===== config.mk =====
export PLATFORM = sky130hd
export DESIGN_NAME = clock_divide_multiply_swing
export DESIGN_NICKNAME = d
export VERILOG_FILES = /design/src/hw/rtl/cdms_pkg.sv /design/src/hw/rtl/cdms_div.sv /design/src/hw/rtl/clock_divide_multiply_swing.sv
export SDC_FILE = /design/constraint.sdc
export NUM_CORES = 1
export LEC_CHECK = 0
export ABC_CLOCK_PERIOD_IN_PS = 19900
export BUFFER_PORTS_ARGS = -buffer_cell sky130_fd_sc_hd__buf_4
export CAP_MARGIN = 40
export CORE_ASPECT_RATIO = 0.5
export CORE_MARGIN = 8
export CORE_UTILIZATION = 50
export DETAILED_ROUTE_END_ITERATION = 8
export GPL_ROUTABILITY_DRIVEN = 0
export GPL_TIMING_DRIVEN = 0
export HOLD_SLACK_MARGIN = 0.03
export PLACE_DENSITY = 0.66
export SLEW_MARGIN = 20
export SYNTH_ARGS = -nofsm -noshare
export SYNTH_HDL_FRONTEND = slang
export SYNTH_SLANG_ARGS = --single-unit
export TNS_END_PERCENT = 50

===== constraint.sdc =====
create_clock -name clock -period 19.9 [get_ports clock]
set_input_delay 2.985 -clock clock [delete_from_list [all_inputs] [get_ports clock]]
set_output_delay 2.985 -clock clock [all_outputs]
set_load 0.05 [all_outputs]

===== src/hw/rtl/cdms_pkg.sv =====
`default_nettype none
package cdms_pkg;
   localparam int TimerBits = 32;
   localparam int SetBits = 10;
   localparam int HoldTicks = 64;
   localparam int StrikeWindow = 12;
   localparam int SwingMin = 50;

   localparam logic [1:0] EV_REST = 2'd0;
   localparam logic [1:0] EV_PASS = 2'd1;
   localparam logic [1:0] EV_GEN = 2'd2;

   localparam logic CSR_MODE_A = 1'b0;
   localparam logic CSR_MODE_B = 1'b1;

   typedef struct packed {
      logic          start;
      logic [TimerBits-1:0] num;
      logic [TimerBits-1:0] den;
   } div_req_type;

   typedef struct packed {
      logic          done;
      logic [TimerBits-1:0] quo;
      logic [TimerBits-1:0] rem;
   } div_rsp_type;

   // signed factor index: -8..-2, 1, 2..8
   function automatic logic signed [4:0] factor_of(input logic [SetBits-1:0] s);
      logic signed [SetBits+5:0] x;
      logic [SetBits+5:0] mag;
      logic [SetBits+5:0] m;
      logic [SetBits+5:0] q;
      logic signed [4:0] idx;
      m = (SetBits+6)'((1 << SetBits) - 1);
      x = $signed((SetBits+6)'(14) * {6'd0, s}) - $signed((SetBits+6)'(7) * m);
      mag = x[SetBits+5] ? (SetBits+6)'(-x) : (SetBits+6)'(x);
      q = '0;
      for (int k = 1; k <= 7; k++) begin
         if (mag * 2 >= m * (SetBits+6)'(2*k-1)) q = (SetBits+6)'(k);
      end
      idx = x[SetBits+5] ? -$signed(5'(q)) : $signed(5'(q));
      if (idx == 0) factor_of = 5'sd1;
      else if (idx < 0) factor_of = idx - 5'sd1;
      else factor_of = idx + 5'sd1;
   endfunction

   // swing percent 50..70
   function automatic logic [6:0] swing_of(input logic [SetBits-1:0] s);
      logic [SetBits+5:0] p;
      logic [SetBits+5:0] m;
      logic [6:0] q;
      m = (SetBits+6)'((1 << SetBits) - 1);
      p = (SetBits+6)'(20) * {6'd0, s};
      q = '0;
      for (int k = 1; k <= 20; k++) begin
         if (p >= m * (SetBits+6)'(k)) q = 7'(k);
      end
      swing_of = 7'(SwingMin) + q;
   endfunction

   // floor(1000 / swing) for swing 51..70 is 19 down to 14
   function automatic logic [4:0] swing_den(input logic [6:0] sw);
      swing_den = 5'd20;
      for (int k = 14; k <= 20; k++) begin
         if (32'(sw) * 32'(k) <= 32'd1000) swing_den = 5'(k);
      end
   endfunction
endpackage
`default_nettype wire


===== src/hw/rtl/cdms_div.sv =====
`default_nettype none
module cdms_div (
   input  wire logic                 clock,
   input  wire logic                 reset,
   input  wire cdms_pkg::div_req_type req,
   output cdms_pkg::div_rsp_type     rsp
);
   localparam int W = cdms_pkg::TimerBits;
   logic [W-1:0] quo_ff, quo_in, rem_ff, rem_in, den_ff, den_in;
   logic [$clog2(W+1)-1:0] cnt_ff, cnt_in;
   logic busy_ff, busy_in, done_ff, done_in;
   logic [W:0] trial;

   always_comb begin
      quo_in = quo_ff; rem_in = rem_ff; den_in = den_ff;
      cnt_in = cnt_ff; busy_in = busy_ff; done_in = 1'b0;
      trial = {rem_ff, quo_ff[W-1]} - {1'b0, den_ff};
      if (req.start) begin
         quo_in = req.num; rem_in = '0; den_in = req.den;
         cnt_in = ($clog2(W+1))'(W); busy_in = 1'b1;
      end else if (busy_ff) begin
         if (!trial[W]) begin
            rem_in = trial[W-1:0];
            quo_in = {quo_ff[W-2:0], 1'b1};
         end else begin
            rem_in = {rem_ff[W-2:0], quo_ff[W-1]};
            quo_in = {quo_ff[W-2:0], 1'b0};
         end
         cnt_in = cnt_ff - 1'b1;
         if (cnt_ff == 1) begin
            busy_in = 1'b0; done_in = 1'b1;
         end
      end
   end

   always_ff @(posedge clock) begin
      if (reset) begin
         busy_ff <= 1'b0; done_ff <= 1'b0; cnt_ff <= '0;
      end else begin
         busy_ff <= busy_in; done_ff <= done_in; cnt_ff <= cnt_in;
      end
      quo_ff <= quo_in; rem_ff <= rem_in; den_ff <= den_in;
   end

   assign rsp.done = done_ff;
   assign rsp.quo = quo_ff;
   assign rsp.rem = rem_ff;
endmodule
`default_nettype wire


===== src/hw/rtl/clock_divide_multiply_swing.sv =====
// channel | dir | fields (low bit up)
// req     | in  | tdata: setting_a[9:0] setting_b[19:10]; tuser: clock reset btn_a btn_b
// rsp     | out | tdata: event_a[1:0] event_b[3:2]; tuser: gate_a gate_b
// csr     | in  | index 1 bit (0 mode_a, 1 mode_b), data bit 0
// Each factorer or swing section that needs it runs up to two passes of a shared
// 32-bit radix-2 divider.
// Synchronous reset clears state except per-beat registers; modes return to mode_a 1, mode_b 0.
// A result waits in an output register while the next beat is taken; the sequencer
// holds before loading its own result until the waiting one has gone.
`default_nettype none
module clock_divide_multiply_swing (
   input  wire logic        clock,
   input  wire logic        reset,
   input  wire logic        req_tvalid,
   output logic             req_tready,
   input  wire logic [23:0] req_tdata,   // setting_a, setting_b, zero fill
   input  wire logic [3:0]  req_tuser,   // clock_level, reset_level, button_reset_a, button_reset_b
   output logic             rsp_tvalid,
   input  wire logic        rsp_tready,
   output logic [7:0]       rsp_tdata,   // event_a, event_b, zero fill
   output logic [1:0]       rsp_tuser,   // gate_a, gate_b
   input  wire logic        csr_valid,
   output logic             csr_ready,
   input  wire logic        csr_index,
   input  wire logic [31:0] csr_data
);
   localparam int W = cdms_pkg::TimerBits;
   localparam int S = cdms_pkg::SetBits;

   typedef enum logic [6:0] {
      ST_IDLE = 7'b0000001,
      ST_PREP = 7'b0000010,
      ST_DIV1 = 7'b0000100,
      ST_DIV2 = 7'b0001000,
      ST_FIN  = 7'b0010000,
      ST_NEXT = 7'b0100000,
      ST_OUT  = 7'b1000000
   } state_type;

   state_type state_ff, state_in;
   logic [1:0] mode_ff, mode_in;
   logic [W-1:0] timer_ff, timer_in, et0_ff, et0_in, et1_ff, et1_in;
   logic [1:0] seen_ff, seen_in;
   logic [3:0] prev_ff, prev_in;
   logic [2:0] dcnt_ff [2], dcnt_in [2];
   logic [4:0] pl_ff [2], pl_in [2];
   logic [1:0] deb_ff, deb_in;
   logic [1:0] sstep_ff [2], sstep_in [2];
   logic [6:0] hold_ff [2], hold_in [2];
   logic [1:0] ev_ff [2], ev_in [2];
   logic [1:0] gate_ff, gate_in;
   logic sec_ff, sec_in, trig_ff, trig_in, rste_ff, rste_in;
   logic [1:0] btne_ff, btne_in;
   logic [S-1:0] set_ff [2], set_in [2];
   logic [W-1:0] iv_ff, iv_in;
   logic [W+5:0] p20;
   logic rsp_v_ff, rsp_v_in;
   logic [7:0] rsp_data_ff, rsp_data_in;
   logic [1:0] rsp_user_ff, rsp_user_in;
   cdms_pkg::div_req_type dreq;
   cdms_pkg::div_rsp_type drsp;

   cdms_div u_div (.clock(clock), .reset(reset), .req(dreq), .rsp(drsp));

   logic [W-1:0] elapsed, period;
   logic signed [4:0] fac;
   logic [3:0] af;
   logic [6:0] sw;
   logic md;
   logic [1:0] ev;
   logic [2:0] dc;
   logic [1:0] ss;
   logic [W+5:0] siv;

   assign elapsed = timer_ff - et1_ff;
   assign period = et1_ff - et0_ff;
   assign md = mode_ff[sec_ff];
   assign fac = cdms_pkg::factor_of(set_ff[sec_ff]);
   assign af = fac[4] ? 4'(-fac) : 4'(fac);
   assign sw = cdms_pkg::swing_of(set_ff[sec_ff]);
   assign p20 = (W+6)'(period) * (W+6)'(20);

   always_comb begin
      state_in = state_ff; mode_in = mode_ff; timer_in = timer_ff;
      et0_in = et0_ff; et1_in = et1_ff; seen_in = seen_ff; prev_in = prev_ff;
      dcnt_in = dcnt_ff; pl_in = pl_ff; deb_in = deb_ff; sstep_in = sstep_ff;
      hold_in = hold_ff; ev_in = ev_ff; gate_in = gate_ff; sec_in = sec_ff;
      trig_in = trig_ff; rste_in = rste_ff; btne_in = btne_ff; set_in = set_ff;
      iv_in = iv_ff; rsp_v_in = rsp_v_ff;
      rsp_data_in = rsp_data_ff; rsp_user_in = rsp_user_ff;
      dreq.start = 1'b0; dreq.num = '0; dreq.den = '0;
      ev = cdms_pkg::EV_REST; dc = dcnt_ff[sec_ff]; ss = sstep_ff[sec_ff];
      siv = '0;
      if (rsp_v_ff && rsp_tready) rsp_v_in = 1'b0;
      if (csr_valid && csr_ready) begin
         unique case (csr_index)
            cdms_pkg::CSR_MODE_A: mode_in[0] = csr_data[0];
            cdms_pkg::CSR_MODE_B: mode_in[1] = csr_data[0];
            default: ;
         endcase
      end
      unique case (state_ff)
         ST_IDLE: if (req_tvalid && req_tready) begin
            btne_in = req_tuser[3:2] & ~prev_ff[3:2];
            timer_in = timer_ff + 1'b1;
            trig_in = req_tuser[0] & ~prev_ff[0];
            rste_in = req_tuser[1] & ~prev_ff[1];
            prev_in = req_tuser;
            if (req_tuser[0] && !prev_ff[0]) begin
               et0_in = et1_ff; et1_in = timer_ff + 1'b1;
               if (seen_ff != 2'd2) seen_in = seen_ff + 1'b1;
            end
            set_in[0] = req_tdata[S-1:0];
            set_in[1] = req_tdata[2*S-1:S];
            sec_in = 1'b0;
            state_in = ST_PREP;
         end
         ST_PREP: begin
            // button reset, then event from beat, then reset input
            if (btne_ff[sec_ff]) begin
               if (md) ss = '0; else dc = '0;
            end
            if (!md) begin
               if (trig_ff) begin
                  if (fac > 5'sd1) begin
                     if (dc == 0) ev = cdms_pkg::EV_GEN;
                     if ($signed({2'b00, dc}) >= fac - 5'sd1) dc = '0;
                     else dc = dc + 1'b1;
                  end else begin
                     ev = cdms_pkg::EV_PASS; pl_in[sec_ff] = '0;
                  end
               end
               if (rste_ff) dc = '0;
            end else begin
               if (trig_ff) begin
                  if (ss == 0) begin
                     ev = cdms_pkg::EV_PASS; ss = 2'd1;
                  end else if (ss == 1) begin
                     if (sw <= 7'(cdms_pkg::SwingMin)) begin
                        ev = cdms_pkg::EV_GEN; ss = '0;
                     end else ss = 2'd2;
                  end else ss = '0;
               end
               if (rste_ff) ss = '0;
            end
            dcnt_in[sec_ff] = dc; sstep_in[sec_ff] = ss; ev_in[sec_ff] = ev;
            if (!md && fac < 5'sd1 && seen_ff == 2'd2) begin
               dreq.start = 1'b1; dreq.num = period; dreq.den = W'(af);
               state_in = ST_DIV1;
            end else if (md && ss >= 2'd2 && sw > 7'(cdms_pkg::SwingMin)) begin
               dreq.start = 1'b1; dreq.num = W'(p20 >> 5);
               dreq.den = W'(cdms_pkg::swing_den(sw));
               state_in = ST_DIV1;
            end else state_in = ST_FIN;
         end
         ST_DIV1: if (drsp.done) begin
            if (!md) begin
               iv_in = drsp.quo;
               if (drsp.quo == 0) begin
                  deb_in[sec_ff] = 1'b0; state_in = ST_FIN;
               end else begin
                  dreq.start = 1'b1; dreq.num = elapsed; dreq.den = drsp.quo;
                  state_in = ST_DIV2;
               end
            end else begin
               // 20p/d built from (20p>>5)/d: finish with the low five bits
               dreq.start = 1'b1;
               dreq.num = {drsp.rem[W-6:0], p20[4:0]};
               dreq.den = W'(cdms_pkg::swing_den(sw));
               iv_in = drsp.quo;
               state_in = ST_DIV2;
            end
         end
         ST_DIV2: if (drsp.done) begin
            if (!md) begin
               if (drsp.rem <= W'(cdms_pkg::StrikeWindow)) begin
                  if (!deb_ff[sec_ff] && pl_ff[sec_ff] <= 5'(af)) begin
                     ev_in[sec_ff] = cdms_pkg::EV_GEN; deb_in[sec_ff] = 1'b1;
                     if (pl_ff[sec_ff] < 5'd31) pl_in[sec_ff] = pl_ff[sec_ff] + 1'b1;
                  end
               end else deb_in[sec_ff] = 1'b0;
            end else begin
               siv = {iv_ff[W-1:0], 5'd0} + (W+6)'(drsp.quo) - (W+6)'(period);
               if ((W+6)'(elapsed) >= siv &&
                   (W+6)'(elapsed) <= siv + (W+6)'(cdms_pkg::StrikeWindow)) begin
                  ev_in[sec_ff] = cdms_pkg::EV_GEN; sstep_in[sec_ff] = '0;
               end
            end
            state_in = ST_FIN;
         end
         ST_FIN: begin
            if (ev_ff[sec_ff] != cdms_pkg::EV_REST) begin
               gate_in[sec_ff] = 1'b1; hold_in[sec_ff] = 7'(cdms_pkg::HoldTicks);
            end else if (hold_ff[sec_ff] == 0) gate_in[sec_ff] = 1'b0;
            else begin
               gate_in[sec_ff] = 1'b1; hold_in[sec_ff] = hold_ff[sec_ff] - 1'b1;
            end
            state_in = ST_NEXT;
         end
         ST_NEXT: begin
            if (sec_ff) state_in = ST_OUT;
            else begin
               sec_in = 1'b1; state_in = ST_PREP;
            end
         end
         ST_OUT: if (!rsp_v_ff || rsp_tready) begin
            rsp_v_in = 1'b1; state_in = ST_IDLE;
            rsp_data_in = {4'd0, ev_ff[1], ev_ff[0]};
            rsp_user_in = gate_ff;
         end
         default: state_in = ST_IDLE;
      endcase
   end

   always_ff @(posedge clock) begin
      if (reset) begin
         state_ff <= ST_IDLE; mode_ff <= 2'b01; timer_ff <= '0;
         et0_ff <= '0; et1_ff <= '0; seen_ff <= '0; prev_ff <= '0;
         deb_ff <= '0; gate_ff <= '0; rsp_v_ff <= 1'b0;
         rsp_data_ff <= '0; rsp_user_ff <= '0;
         for (int i = 0; i < 2; i++) begin
            dcnt_ff[i] <= '0; pl_ff[i] <= '0; sstep_ff[i] <= '0;
            hold_ff[i] <= '0; ev_ff[i] <= '0;
         end
      end else begin
         state_ff <= state_in; mode_ff <= mode_in; timer_ff <= timer_in;
         et0_ff <= et0_in; et1_ff <= et1_in; seen_ff <= seen_in; prev_ff <= prev_in;
         deb_ff <= deb_in; gate_ff <= gate_in; rsp_v_ff <= rsp_v_in;
         rsp_data_ff <= rsp_data_in; rsp_user_ff <= rsp_user_in;
         dcnt_ff <= dcnt_in; pl_ff <= pl_in; sstep_ff <= sstep_in;
         hold_ff <= hold_in; ev_ff <= ev_in;
      end
      sec_ff <= sec_in; trig_ff <= trig_in; rste_ff <= rste_in; btne_ff <= btne_in;
      set_ff <= set_in; iv_ff <= iv_in;
   end

   assign req_tready = (state_ff == ST_IDLE);
   assign csr_ready = 1'b1;
   assign rsp_tvalid = rsp_v_ff;
   assign rsp_tdata = rsp_data_ff;
   assign rsp_tuser = rsp_user_ff;
endmodule
`default_nettype wire


==> results of run 1 <==
## per-stage QoR
stage,utilization,worst slack (ns)
floorplan,-,9.215
global placement,0.5297,6.341
detailed placement,0.5328,6.635
CTS,0.5524,6.570
global route,0.5526,5.736
finish,0.5526,6.499
## registers in the layout, summed over array words and instances, names as in the netlist, 20 cells and up, named ones only
name          cells
et0_ff           32
et1_ff           32
iv_ff            32
set_ff           20
timer_ff         32
u_div.den_ff     32
u_div.quo_ff     32
u_div.rem_ff     32
## logic make-up (layout without fill, tap and decap cells)
family,count (synthesis),count (layout),synth area share
other cells,2,5,0.0002410
buf+inv,417,535,0.05260
fa+ha+maj,434,434,0.1890
simple gates,1194,1194,0.1926
xor+xnor,273,273,0.07741
flops,321,321,0.2451
mux,48,48,0.01642
compound gates,1052,1052,0.2267
## per-layer routing
metal | vias to the layer above | global-route usage
li1 | 13730 | -
met1 | 13510 | 0.3463
met2 | 1011 | 0.3907
met3 | 147 | 0.03078
met4 | 0 | 0.05670
met5 | - | 0
## tightest hold or removal path, stage by stage (launching register included)
cell and delay (ns):
dfxtp_1 0.31, nand2_1 0.05, a21oi_1 0.05
## worst paths after layout
| kind | startpoint | end | slack [ns] | cells after the start |
|---|---|---|---|---|
| worst max-delay path | sec_ff$_DFFE_PP_ | ev_ff[1]$_SDFFE_PP0P_ | 6.50 | 47 |
| worst min-delay path | prev_ff[3]$_SDFFE_PP0P_ | prev_ff[3]$_SDFFE_PP0P_ | 0.45 | 2 |
| worst max register to register | sec_ff$_DFFE_PP_ | ev_ff[1]$_SDFFE_PP0P_ | 6.50 | 47 |
| worst min register to register | prev_ff[3]$_SDFFE_PP0P_ | prev_ff[3]$_SDFFE_PP0P_ | 0.45 | 2 |
## final cells by class
cell class                 instances  area, µm²
clock inverter                    21      195.2
timing repair buffer              53      473.0
fill                            5754      27450
sequential                       321       7637
clock buffer                      44       1002
buffer                           131      563.0
multi-input combinational       3006      21910
tap                              825       1032
inverter                         286       1079
## placed cells by master, fill, tap and decap left out, types with 20 or more instances in the layout
master	synthesis	routed
a31oi_1	56	56
buf_2	19	20
xnor2_1	167	167
clkbuf_1	95	95
inv_1	282	282
xor2_1	104	104
buf_4	8	48
o22ai_1	24	24
a21oi_1	313	312
nand3_1	72	72
nor4_1	39	39
a21o_1	94	94
or3_1	36	35
o21a_1	38	38
o21bai_1	23	23
nand2_1	299	299
o31ai_1	21	21
edfxtp_1	121	121
ha_1	373	373
clkbuf_16	0	37
and3_1	58	58
nor2_1	321	321
o21ai_0	182	182
mux2i_1	34	34
dfxtp_1	200	200
and2_1	26	26
nand4_1	41	41
nor2b_1	59	59
nand2b_1	59	59
a211oi_1	60	60
fa_1	61	61
nor3_1	81	80
a22oi_1	35	35
==> results.yml, run 1 <==
cts:
  root_buffer: "clkbuf_16"
  clk_pin_slew_ns: 0.07
  cts_tree: "done"
  clock_latency_ns: 0.57
  htreeDepth: 2
  cts.sinks: 321
  clock_path_buffers: 3
  cts_resized: 0
  cts_setup_buffers: 0
  hold_buffers: 0
  cts_buffers: 36
logic_synthesis:
  synth_ff_type: "dfxtp_1"
  synth_commonest_cells: "373 x ha_1, 321 x nor2_1, 313 x a21oi_1, 299 x nand2_1, 282 x inv_1"
  synth_warnings: 0
  post_synth_num_cell_types: 127
  synth_most_common_cell: "ha_1"
  synth_area_per_cell_um2: 8.330
  synth.area.top_cells: "ha_1 15%, dfxtp_1 13%, edfxtp_1 12%, a21oi_1 5.0%, xnor2_1 4.7%"
  synth_edf_count: 121
  synth_top_area_cell: "ha_1"
  synth_seq_area_share: 0.2451
  synth_area_um2: 31160
  synthDominantCellAreaShare: 0.1498
  syn_inst: 3741
  ys_seq_elements: 321
  synthArstFlopShare: 0
drt:
  post_drt_wl_per_cell_um: 19.17
  totalWireLength_um: 89870
  first_pass_iters: 9
  route.detailed.drc: 0
  drt-initial-drc-count: 2964
  routed.top_layer: "met4"
  ant_nets: 0
  vias: 28390
  viasPerCell: 6.058
  wl_met1_um: 42550
  route.met3.wl_um: 6156
  wl_met2_um: 39180
sta:
  period_share: 0.6734
  fmax_mhz: 74.62
  grt_setup_unrepaired: "no"
  max-slew-margin-rel: 0.3763
  tns_ns: 0
  clock_skew_ns: 0.02848
  hold_violations: 0
  fin_hold_ws_ns: 0.4541
  finalSetupViolations: 0
  final_max_slew_viol_count: 0
  layout_min_cycle_time_ns: 13.40
  worstMarginPinSlew_ns: 0.9321
worst_setup_path:
  critical_path.top_delay_family: "buffers and inverters"
  crit_slowest_cell: "buf_1"
  crit_type: "register to register"
  worst-path-buf-inv: 10
  slowest_delay_ns: 0.66
  crit_path_end_kind: "register"
  start_kind: "register"
  worstPathMaxFanout: 10
  cp.arrival_ns: 13.86
  cp.required_ns: 20.36
outcome:
  outcome: "finished, final reports clean"
final_layout:
  stdcell_area_um2: 33890
  stdcell_count: 4687
  antenna_cells: 0
  layout.nets: 4335
  syn2layout_area_growth_pct: 8.765
  final_layout_size_suffix_gt1_frac: 0.06370
global_route:
  grt-ovfl-total: 0
  grt_pass1_vias: 26080
  grt_use_total: 0.2427
  grt_pass1_wl_um: 141300
  antenna_found_initial: 3
  grt_max_degree: 33
floorplanning:
  dieArea_um2: 71050
  chipHeight_um: 192.5
  rows: 64
  core_area_um2: 61340
  start_util: 0.5080
  die_x_um: 369.1
  io_pins: 79
placed_design:
  dp_hpwl_um: 71740
  dpl_cell_area_um2: 32680
  dp.cells: 4621
  io_buffer_count: 38
min_path:
  hold_path.class: "register to register"
flow_run:
  cap_violations: 0
Power of run 1 is not shown: default switching activity piles up to over one toggle a cycle in this logic, so the estimate is an artifact.
==> inputs of run 2 (changes only) <==
ABC_CLOCK_PERIOD_IN_PS = 13000   (was 19900)
clock period = 13 ns   (was 19.9 ns; I/O delays follow)
==> run 2 against run 1 <==
Against the previous run:
- via count rose by 0.16%
- die area did not move
- worst setup slack got worse by 5.6 ns
- final area barely moved
- clock skew fell by 0.0022 ns
- critical endpoint unchanged
- largest cell class unchanged
- highest routed layer unchanged
==> results.yml, run 2 (same netlist as run 1, synthesis figures left out) <==
sta:
  fin_hold_ws_ns: 0.4541
  layout_min_cycle_time_ns: 12.11
  worstMarginPinSlew_ns: 0.8749
  finalSetupViolations: 0
  final_max_slew_viol_count: 0
  fmax_mhz: 82.58
  clock_skew_ns: 0.02632
  hold_violations: 0
  period_share: 0.9315
  max-slew-margin-rel: 0.4017
  grt_setup_unrepaired: "no"
final_layout:
  stdcell_area_um2: 33900
  syn2layout_area_growth_pct: 8.769
  final_cell_mix: "373 x ha_1, 321 x nor2_1, 312 x a21oi_1"
  fin_util: 0.5526
  antenna_cells: 0
  final_common_cell: "ha_1"
  layout.nets: 4334
  final_layout_size_suffix_gt1_frac: 0.06475
global_route:
  grt_util_met1: 0.3461
  grtUsageMet2: 0.3905
  grt_pass1_wl_um: 141300
  antenna_found_initial: 3
  met3_usage: 0.03087
  grt_max_degree: 33
  grt-busiest-layer: "met2"
  grt-ovfl-total: 0
  grt_pass1_vias: 26090
  grt_use_total: 0.2427
drt:
  totalWireLength_um: 89810
  viasPerCell: 6.069
  ant_nets: 0
  vias: 28440
  route.detailed.drc: 0
  first_pass_iters: 7
  post_drt_wl_per_cell_um: 19.16
  drt-initial-drc-count: 2928
floorplanning:
  core_area_um2: 61340
  start_util: 0.5080
  chipHeight_um: 192.5
  die_x_um: 369.1
  io_pins: 79
  rows: 64
  dieArea_um2: 71050
cts:
  cts.sinks: 321
  root_buffer: "clkbuf_16"
  htreeDepth: 2
  clk_pin_slew_ns: 0.06
  clock_latency_ns: 0.56
  clock_path_buffers: 3
  cts_tree: "done"
  cts_buffers: 36
worst_setup_path:
  cp.required_ns: 13.46
  cp.arrival_ns: 12.57
  crit_type: "register to register"
  slowest_delay_ns: 0.55
  worstPathMaxFanout: 17
  crit_path_end_kind: "register"
  crit_slowest_cell: "a2111oi_4"
  start_kind: "register"
outcome:
  outcome: "finished, final reports clean"
placed_design:
  io_buffer_count: 38
  dp_hpwl_um: 71740
  dpl_cell_area_um2: 32680
min_path:
  hold_path.class: "register to register"
flow_run:
  cap_violations: 0
run 2: cell types whose count changed in the layout (fill, tap and decap cells not counted), sizes merged:
cell and delta:
buf -1
run 2: routing by layer:
| layer | routed length, µm | vias up |
|---|---|---|
| met5 | 0 | - |
| met1 | 42190 | 13490 |
| li1 | - | 13730 |
| met2 | 39240 | 1082 |
| met4 | 1967 | 0 |
| met3 | 6407 | 137 |
run 2: timing repair:
action | 4_1_cts | 5_1_grt
gates resized for setup | 2 | 3
hold buffers | 0 | 0
endpoints found under the hold margin | 0 | 0
buffers inserted | 0 | 0
endpoints found under the setup margin | 15 | 19
run 2: per-stage QoR:
| step | worst slack (ns) | cells | TNS, ns |
|---|---|---|---|
| finish | 0.8908 | 4686 | 0 |
| global route | 0.1289 | 4686 | 0 |
| CTS | 0.1247 | 4686 | 0 |
| detailed placement | -0.2646 | 4621 | -2.045 |
| global placement | -0.5595 | 4607 | -9.723 |
| floorplan | 2.315 | 3744 | 0 |
run 2: layout make-up:
type	count	area (µm²)
Inverter	286	1079
Timing Repair Buffer	53	473.0
Clock buffer	44	1002
Multi-Input combinational cell	3006	21910
Clock inverter	21	195.2
Fill cell	5756	27440
Buffer	130	564.3
Sequential cell	321	7637
Tap cell	825	1032
run 2: worst max-delay path: cells and delay by family, from the launching register on:
| kind | cells | cell delay, ns |
|---|---|---|
| simple gates | 16 | 3.15 |
| compound gates | 13 | 3.17 |
| mux | 1 | 0.47 |
| flops | 1 | 0.36 |
| fa+ha+maj | 7 | 2.18 |
| buf+inv | 9 | 2.63 |
run 2: final timing paths:
| check | from | endpoint | slack, ns | depth (start not counted) |
|---|---|---|---|---|
| min reg2reg | prev_ff[3]$_SDFFE_PP0P_ | prev_ff[3]$_SDFFE_PP0P_ | 0.45 | 2 |
| max reg2reg | sec_ff$_DFFE_PP_ | ev_ff[1]$_SDFFE_PP0P_ | 0.89 | 46 |
| min | prev_ff[3]$_SDFFE_PP0P_ | prev_ff[3]$_SDFFE_PP0P_ | 0.45 | 2 |
| max | sec_ff$_DFFE_PP_ | ev_ff[1]$_SDFFE_PP0P_ | 0.89 | 46 |
Power of run 2 is left out for the same reason.
